<file path="src/rtl/tlmf16_pkg.sv">
// ----------------------------------------------------------------------------
// tlmf16_pkg
// Shared types, header constants and checksum fold for the telemetry framer.
// ----------------------------------------------------------------------------
`default_nettype none

package tlmf16_pkg;

	localparam logic [7:0] HDR_SYNC0      = 8'hAB;
	localparam logic [7:0] HDR_SYNC1      = 8'h55;
	localparam int         HDR_LEN        = 4;
	localparam int         FRAME_OVERHEAD = 6;
	localparam logic [7:0] SEED           = 8'hFF;

	// Payload byte held in the input register.
	typedef struct packed {
		logic       valid;
		logic [7:0] data;
	} item_t;

	// Single fold of a 16-bit running sum: high byte added to low byte, modulo 256.
	function automatic logic [7:0] fold16(input logic [15:0] s);
		fold16 = s[7:0] + s[15:8];
	endfunction

endpackage

`default_nettype wire

</file>
<file path="src/rtl/tlmf16_in_stage.sv">
// ----------------------------------------------------------------------------
// tlmf16_in_stage
// Input register for payload bytes; frees itself when the sequencer takes it.
// ----------------------------------------------------------------------------
`default_nettype none

module tlmf16_in_stage (
	input  wire logic              clk,
	input  wire logic              arst_n,
	input  wire logic              in_valid,
	output logic                   in_ready,
	input  wire logic [7:0]        payload_byte,
	input  wire logic              take,
	output tlmf16_pkg::item_t      item
);
	import tlmf16_pkg::*;

	logic       valid_s1;
	logic [7:0] byte_s1;

	assign in_ready   = !valid_s1 || take;
	assign item.valid = valid_s1;
	assign item.data  = byte_s1;

	always_ff @(posedge clk or negedge arst_n) begin
		if (!arst_n) begin
			valid_s1 <= 1'b0;
		end else if (in_ready) begin
			valid_s1 <= in_valid;
		end
	end

	always_ff @(posedge clk) begin
		if (in_ready && in_valid) begin
			byte_s1 <= payload_byte;
		end
	end

endmodule

`default_nettype wire

</file>
<file path="src/rtl/tlmf16_sequencer.sv">
// ----------------------------------------------------------------------------
// tlmf16_sequencer
// Frame sequencer: emits header, payload and checksum bytes into the output
// register while updating the two running sums.
// ----------------------------------------------------------------------------
`default_nettype none

module tlmf16_sequencer #(
	parameter int PAYLOAD_BYTES = 96
) (
	input  wire logic              clk,
	input  wire logic              arst_n,
	input  wire tlmf16_pkg::item_t item,
	output logic                   take,
	input  wire logic [7:0]        message_id,
	output logic                   out_valid,
	input  wire logic              out_ready,
	output logic [7:0]             frame_byte,
	output logic                   end_of_frame
);
	import tlmf16_pkg::*;

	localparam int POS_W = (PAYLOAD_BYTES > 1) ? $clog2(PAYLOAD_BYTES) : 1;
	localparam int WGT_W = $clog2(PAYLOAD_BYTES + HDR_LEN + 1);
	localparam logic [POS_W-1:0] POS_LAST = POS_W'(PAYLOAD_BYTES - 1);
	localparam logic [7:0]  LEN_BYTE = 8'(PAYLOAD_BYTES + FRAME_OVERHEAD);
	localparam logic [15:0] SEED_A   = 16'(SEED);
	localparam logic [15:0] SEED_B   = 16'((PAYLOAD_BYTES + HDR_LEN + 1) * 255);
	localparam logic [WGT_W-1:0] DATA_WGT0 = WGT_W'(HDR_LEN + 1);

	typedef enum logic [2:0] {
		PH_HDR0, PH_HDR1, PH_HDR2, PH_HDR3, PH_DATA, PH_CKA, PH_CKB
	} phase_t;

	phase_t               phase_q, phase_nxt;
	logic [POS_W-1:0]     pos_q;
	logic [15:0]          a_q, b_q;
	logic                 out_valid_q, eof_q;
	logic [7:0]           byte_q;

	logic                 out_free, need_item, absorb, emit, emit_eof, pos_last;
	logic [7:0]           emit_byte;
	logic [WGT_W-1:0]     weight;
	logic [WGT_W+7:0]     prod;
	logic [15:0]          a_base, b_base, a_nxt, b_nxt;

	assign out_free = !out_valid_q || out_ready;
	assign pos_last = (pos_q == POS_LAST);

	always_comb begin
		emit_byte = 8'h00;
		weight    = '0;
		need_item = 1'b1;
		absorb    = 1'b1;
		emit_eof  = 1'b0;
		phase_nxt = phase_q;
		unique case (phase_q)
			PH_HDR0: begin
				emit_byte = HDR_SYNC0;
				weight    = WGT_W'(1);
				phase_nxt = PH_HDR1;
			end
			PH_HDR1: begin
				emit_byte = HDR_SYNC1;
				weight    = WGT_W'(2);
				phase_nxt = PH_HDR2;
			end
			PH_HDR2: begin
				emit_byte = message_id;
				weight    = WGT_W'(3);
				phase_nxt = PH_HDR3;
			end
			PH_HDR3: begin
				emit_byte = LEN_BYTE;
				weight    = WGT_W'(4);
				phase_nxt = PH_DATA;
			end
			PH_DATA: begin
				emit_byte = item.data;
				weight    = WGT_W'(pos_q) + DATA_WGT0;
				phase_nxt = pos_last ? PH_CKA : PH_DATA;
			end
			PH_CKA: begin
				emit_byte = fold16(a_q);
				need_item = 1'b0;
				absorb    = 1'b0;
				phase_nxt = PH_CKB;
			end
			PH_CKB: begin
				emit_byte = fold16(b_q);
				need_item = 1'b0;
				absorb    = 1'b0;
				emit_eof  = 1'b1;
				phase_nxt = PH_HDR0;
			end
			default: begin
				need_item = 1'b1;
				absorb    = 1'b0;
				phase_nxt = PH_HDR0;
			end
		endcase
	end

	assign emit   = out_free && (!need_item || item.valid);
	assign take   = emit && (phase_q == PH_DATA);
	assign prod   = emit_byte * weight;
	assign a_base = (phase_q == PH_HDR0) ? SEED_A : a_q;
	assign b_base = (phase_q == PH_HDR0) ? SEED_B : b_q;
	assign a_nxt  = a_base + 16'(emit_byte);
	assign b_nxt  = b_base + 16'(prod);

	always_ff @(posedge clk or negedge arst_n) begin
		if (!arst_n) begin
			phase_q     <= PH_HDR0;
			pos_q       <= '0;
			out_valid_q <= 1'b0;
		end else begin
			if (emit) begin
				out_valid_q <= 1'b1;
				phase_q     <= phase_nxt;
			end else if (out_ready) begin
				out_valid_q <= 1'b0;
			end
			if (take) begin
				pos_q <= pos_last ? '0 : pos_q + 1'b1;
			end
		end
	end

	always_ff @(posedge clk) begin
		if (emit) begin
			byte_q <= emit_byte;
			eof_q  <= emit_eof;
		end
		if (emit && absorb) begin
			a_q <= a_nxt;
			b_q <= b_nxt;
		end
	end

	assign out_valid    = out_valid_q;
	assign frame_byte   = byte_q;
	assign end_of_frame = eof_q;

endmodule

`default_nettype wire

</file>
<file path="src/rtl/telemetry_framer_fletcher16_unit.sv">
// ----------------------------------------------------------------------------
// telemetry_framer_fletcher16_unit
// Telemetry framer with Fletcher-16 style checksum.
// ----------------------------------------------------------------------------
// Takes PAYLOAD_BYTES payload bytes per frame and sends PAYLOAD_BYTES+6 frame
// bytes: 0xAB, 0x55, message_id, length, payload, checksum A, checksum B
// (end_of_frame marks B). The output register sends one byte per cycle when
// out_ready does not stall it; payload bytes flow at one per cycle under the
// same condition. Input is held off while the four header bytes are sent, and
// no byte is taken from the input register while the two checksum bytes are
// sent. A payload byte passes through the input register and then the output
// register on its way to frame_byte; the first one of a frame waits behind
// the four header bytes. message_id is read when the header is sent, i.e.
// after the first payload byte of a frame is accepted.
// ----------------------------------------------------------------------------
`default_nettype none

module telemetry_framer_fletcher16_unit #(
	parameter int PAYLOAD_BYTES = 96
) (
	input  wire logic       clk,
	input  wire logic       arst_n,
	input  wire logic       cfg_we,
	input  wire logic [7:0] cfg_wdata,
	input  wire logic       in_valid,
	output logic            in_ready,
	input  wire logic [7:0] payload_byte,
	output logic            out_valid,
	input  wire logic       out_ready,
	output logic [7:0]      frame_byte,
	output logic            end_of_frame
);
	import tlmf16_pkg::*;

	logic [7:0] message_id_q;
	item_t      item;
	logic       take;

	always_ff @(posedge clk or negedge arst_n) begin
		if (!arst_n) begin
			message_id_q <= 8'h08;
		end else if (cfg_we) begin
			message_id_q <= cfg_wdata;
		end
	end

	tlmf16_in_stage u_in (
		.clk         (clk),
		.arst_n      (arst_n),
		.in_valid    (in_valid),
		.in_ready    (in_ready),
		.payload_byte(payload_byte),
		.take        (take),
		.item        (item)
	);

	tlmf16_sequencer #(
		.PAYLOAD_BYTES(PAYLOAD_BYTES)
	) u_seq (
		.clk         (clk),
		.arst_n      (arst_n),
		.item        (item),
		.take        (take),
		.message_id  (message_id_q),
		.out_valid   (out_valid),
		.out_ready   (out_ready),
		.frame_byte  (frame_byte),
		.end_of_frame(end_of_frame)
	);

endmodule

`default_nettype wire

</file>
<file path="config.mk">
export PLATFORM = sky130hd
export DESIGN_NAME = telemetry_framer_fletcher16_unit
export DESIGN_NICKNAME = d
export VERILOG_FILES = /design/src/rtl/tlmf16_pkg.sv /design/src/rtl/tlmf16_in_stage.sv /design/src/rtl/tlmf16_sequencer.sv /design/src/rtl/telemetry_framer_fletcher16_unit.sv
export SDC_FILE = /design/constraint.sdc
export NUM_CORES = 1
export LEC_CHECK = 0
export ABC_AREA = 1
export BUFFER_PORTS_ARGS = -buffer_cell sky130_fd_sc_hd__clkbuf_2
export CORE_MARGIN = 2
export CORE_UTILIZATION = 63
export CTS_CLUSTER_DIAMETER = 200
export CTS_CLUSTER_SIZE = 30
export DETAILED_ROUTE_END_ITERATION = 12
export PLACE_DENSITY = 0.82
export SETUP_SLACK_MARGIN = 0.05
export SLEW_MARGIN = 10
export SYNTH_ARGS = -nofsm -noshare
export SYNTH_HDL_FRONTEND = slang
export SYNTH_SLANG_ARGS = --single-unit
</file>
<file path="constraint.sdc">
create_clock -name clk -period 6.2 [get_ports clk]
set_input_delay 0.31 -clock clk [delete_from_list [all_inputs] [get_ports clk]]
set_output_delay 0.31 -clock clk [all_outputs]
set_load 0.01 [all_outputs]
</file>
==> impl_metrics.py <==
metrics = {
    "die": {
        "start_util_pct": 65.1,
        "chipWidth_um": 104,
        "ioPinCount": 32,
        "core_sq_mm": 0.00977,
        "rows": 36,
        "die_h_um": 104,
        "die_area_sq_mm": 0.0109,
    },
    "synthesis": {
        "synth_area_leaders": "edfxtp_1, fa_1, ha_1, inv_1, nand2_1",
        "syn-cell-area_sq_mm": 0.00636,
        "synth_top_cell_by_area": "edfxtp_1",
        "yosysSeqAreaShare_pct": 31.0,
        "synth.distinct_cells": 45,
        "syn_nets": 891,
        "syn_avg_cell_area_sq_um": 8.31,
        "netlist_instances": 766,
        "async_flop_share_pct": 29.0,
        "synth-seq-cells": 69,
        "ys.flop_type": "edfxtp_1",
        "synth_edf_count": 49,
        "netlist.area_leader.share_pct": 23.1,
        "yosysWarnings": 0,
    },
    "finish": {
        "nets": 940,
        "antenna_cells": 0,
        "area_delta_synth_final_pct": 10.1,
        "drive_gt1_share_pct": 11.6,
    },
    "clocking": {
        "clk_path_buf_depth": 2,
        "numCtsBuffers": 9,
        "clkSlewWorstSetupHoldPaths_ns": 0.08,
        "htreeDepth": 3,
        "clk_latency_ns": 0.37,
        "clock-root-buffer": "clkbuf_8",
        "cts_sinks": 69,
        "tritoncts": "built",
    },
    "placed_design": {
        "portBuffers": 31,
        "place.gp.congestion": 0.954,
        "dp_hpwl_mm": 12.2,
    },
    "critical_path": {
        "worst_ep_arrival_time_ns": 6.04,
        "cp_max_fo": 7,
        "worstPathRequired_ns": 6.33,
        "critPathLaunchType": "register",
        "critical_path_class": "reg2reg",
        "setup.worst_path.end_class": "register",
    },
    "min_path": {
        "worst_hold_path_type": "in2reg",
    },
    "outcome": {
        "status": "completed",
    },
    "routing": {
        "dr.pass1.iters": 5,
        "drt_wl_total_mm": 15.0,
        "drt_iter0_drc": 441,
        "antenna_left": 0,
        "via_count": 5199,
        "drc_errors": 0,
        "viasPerCell": 5.46,
        "routedWlPerCell_um": 15.8,
    },
    "global_routing": {
        "grt_overflow_total": 0,
        "grt_first_pass_wirelength_mm": 25.4,
        "grt_max_degree": 33,
        "grt_pass1_vias": 5261,
        "grtUsageTotal_pct": 29.7,
        "antenna_found_initial": 0,
    },
    "timing": {
        "tightest_slew_ns": 0.821,
        "hold_ws_ns": 0.112,
        "layout_min_cycle_time_ns": 5.92,
        "fin_crit_sh_pct": 95.4,
        "rsz0062_at_grt": "yes",
        "finalSetupViolCount": 0,
        "max_freq_mhz": 169,
        "slew_headroom_pct": 44.7,
        "drv_slew": 0,
        "clock_skew_ns": 0.00637,
        "hold_viol": 0,
    },
    "run": {
        "cap_violations": 0,
    },
}
-- critical path, stage by stage, from the launching register on --
cell and delay, ns:
edfxtp_1 0.36, ha_1 0.19, inv_1 0.07, fa_1 0.45
or2_2 0.29, a21oi_1 0.16, a31oi_1 0.08, and3_1 0.27
inv_1 0.18, nand2_1 0.11, fa_1 0.49, fa_1 0.55
inv_1 0.06, fa_1 0.55, inv_1 0.07, fa_1 0.55
inv_1 0.05, ha_1 0.37, a21oi_1 0.15, o21ai_1 0.09
a21oi_2 0.17, o21ai_1 0.12, nand3_1 0.09, nand2_1 0.06
xor2_1 0.14
-- cell usage after synthesis (3+ instances only) --
| cell type | number |
|---|---|
| xor2_1 | 21 |
| or2_2 | 12 |
| edfxtp_1 | 49 |
| xnor2_1 | 6 |
| a31oi_1 | 4 |
| a21oi_1 | 44 |
| nor3_1 | 10 |
| mux2_2 | 5 |
| nand4_1 | 3 |
| inv_2 | 5 |
| nor2_1 | 61 |
| fa_1 | 45 |
| nand2_1 | 148 |
| nor4_1 | 3 |
| o21ai_0 | 23 |
| nand3b_1 | 4 |
| dfrtp_1 | 19 |
| clkbuf_1 | 4 |
| nand3_1 | 35 |
| inv_1 | 174 |
| ha_1 | 59 |
-- metal layers --
metal  part of all wire (%)  up-vias  track usage (%)
li1                       -     2521                -
met1                     43     2442             39.9
met2                     48      203             48.1
met3                    7.2       33             7.39
met4                    2.2        0             8.11
met5                      0        -                0
-- repair_timing --
| action | in CTS | in global routing |
|---|---|---|
| setup endpoints to repair | 0 | 4 |
| hold buffers | 1 | 0 |
| endpoints found under the hold margin | 19 | 0 |
| buffers inserted | 0 | 1 |
| resized for setup | 0 | 9 |
-- cells in the final DEF (no fill, tap or decap), types with 6 or more instances in the layout --
cell type and n:
clkbuf_2 31, nor2_1 61, fa_1 45, a21oi_1 42, xor2_1 21, nor3_1 10
nand3_1 35, edfxtp_1 49, clkbuf_8 9, xnor2_1 6, nand2_1 148, dfrtp_1 19
buf_4 10, o21ai_0 19, or2_2 12, inv_1 174, ha_1 59
-- logic make-up after synthesis --
kind of cell | Yosys count | share of synthesized area, %
fa+ha+maj | 104 | 25.8
xor+xnor | 27 | 3.72
mux | 5 | 0.885
compound gates | 86 | 7.69
flops | 69 | 31.0
simple gates | 290 | 20.0
buf+inv | 185 | 10.9
-- cell type report --
type	count	area, sq um
Tap cell	133	166
Sequential cell	69	1970
Inverter	180	676
Fill cell	756	2770
Clock inverter	6	65.1
Timing Repair Buffer	43	251
Clock buffer	10	149
Multi-Input combinational cell	512	3720
-- sequential cells by signal, summed over array words and instances, names as in the netlist --
name,cells
u_seq.a_q,16
u_seq.b_q,16
message_id_q,8
u_in.byte_s1,8
u_seq.frame_byte,8
u_seq.pos_q,7
u_seq.phase_q,3
u_in.valid_s1,1
u_seq.end_of_frame,1
u_seq.out_valid,1
-- final timing paths --
| check | end | from | depth (start not counted) | slack [ns] |
|---|---|---|---|---|
| min | u_in.byte_s1[5] | payload_byte[5] | 1 | 0.11 |
| max reg2reg | u_seq.b_q[13] | u_seq.a_q[8] | 24 | 0.28 |
| max | u_seq.b_q[13] | u_seq.a_q[8] | 24 | 0.28 |
| min in group asynchronous | u_seq.pos_q[4] | arst_n | 2 | 0.42 |
| max in group asynchronous | message_id_q[3] | arst_n | 2 | 5.42 |
| min reg2reg | message_id_q[4] | message_id_q[4] | 1 | 0.53 |
-- metrics by stage --
step                      setup WS [ns]  utilization, %  setup TNS (ns)  cell area, sq um  instances
final                             0.283            71.7               0              7010        953
after global placement            0.375            69.0               0              6740        935
after global routing           -0.00843            71.7        -0.00843              7010        953
after floorplan                   0.670               -               0              6360        766
after CTS                         0.138            71.3               0              6970        952
after detailed placement          0.225            69.0               0              6740        935
Power is left out: the tool's default activity adds up to more than one toggle a clock period on the data nets, which glitch-free logic cannot reach.
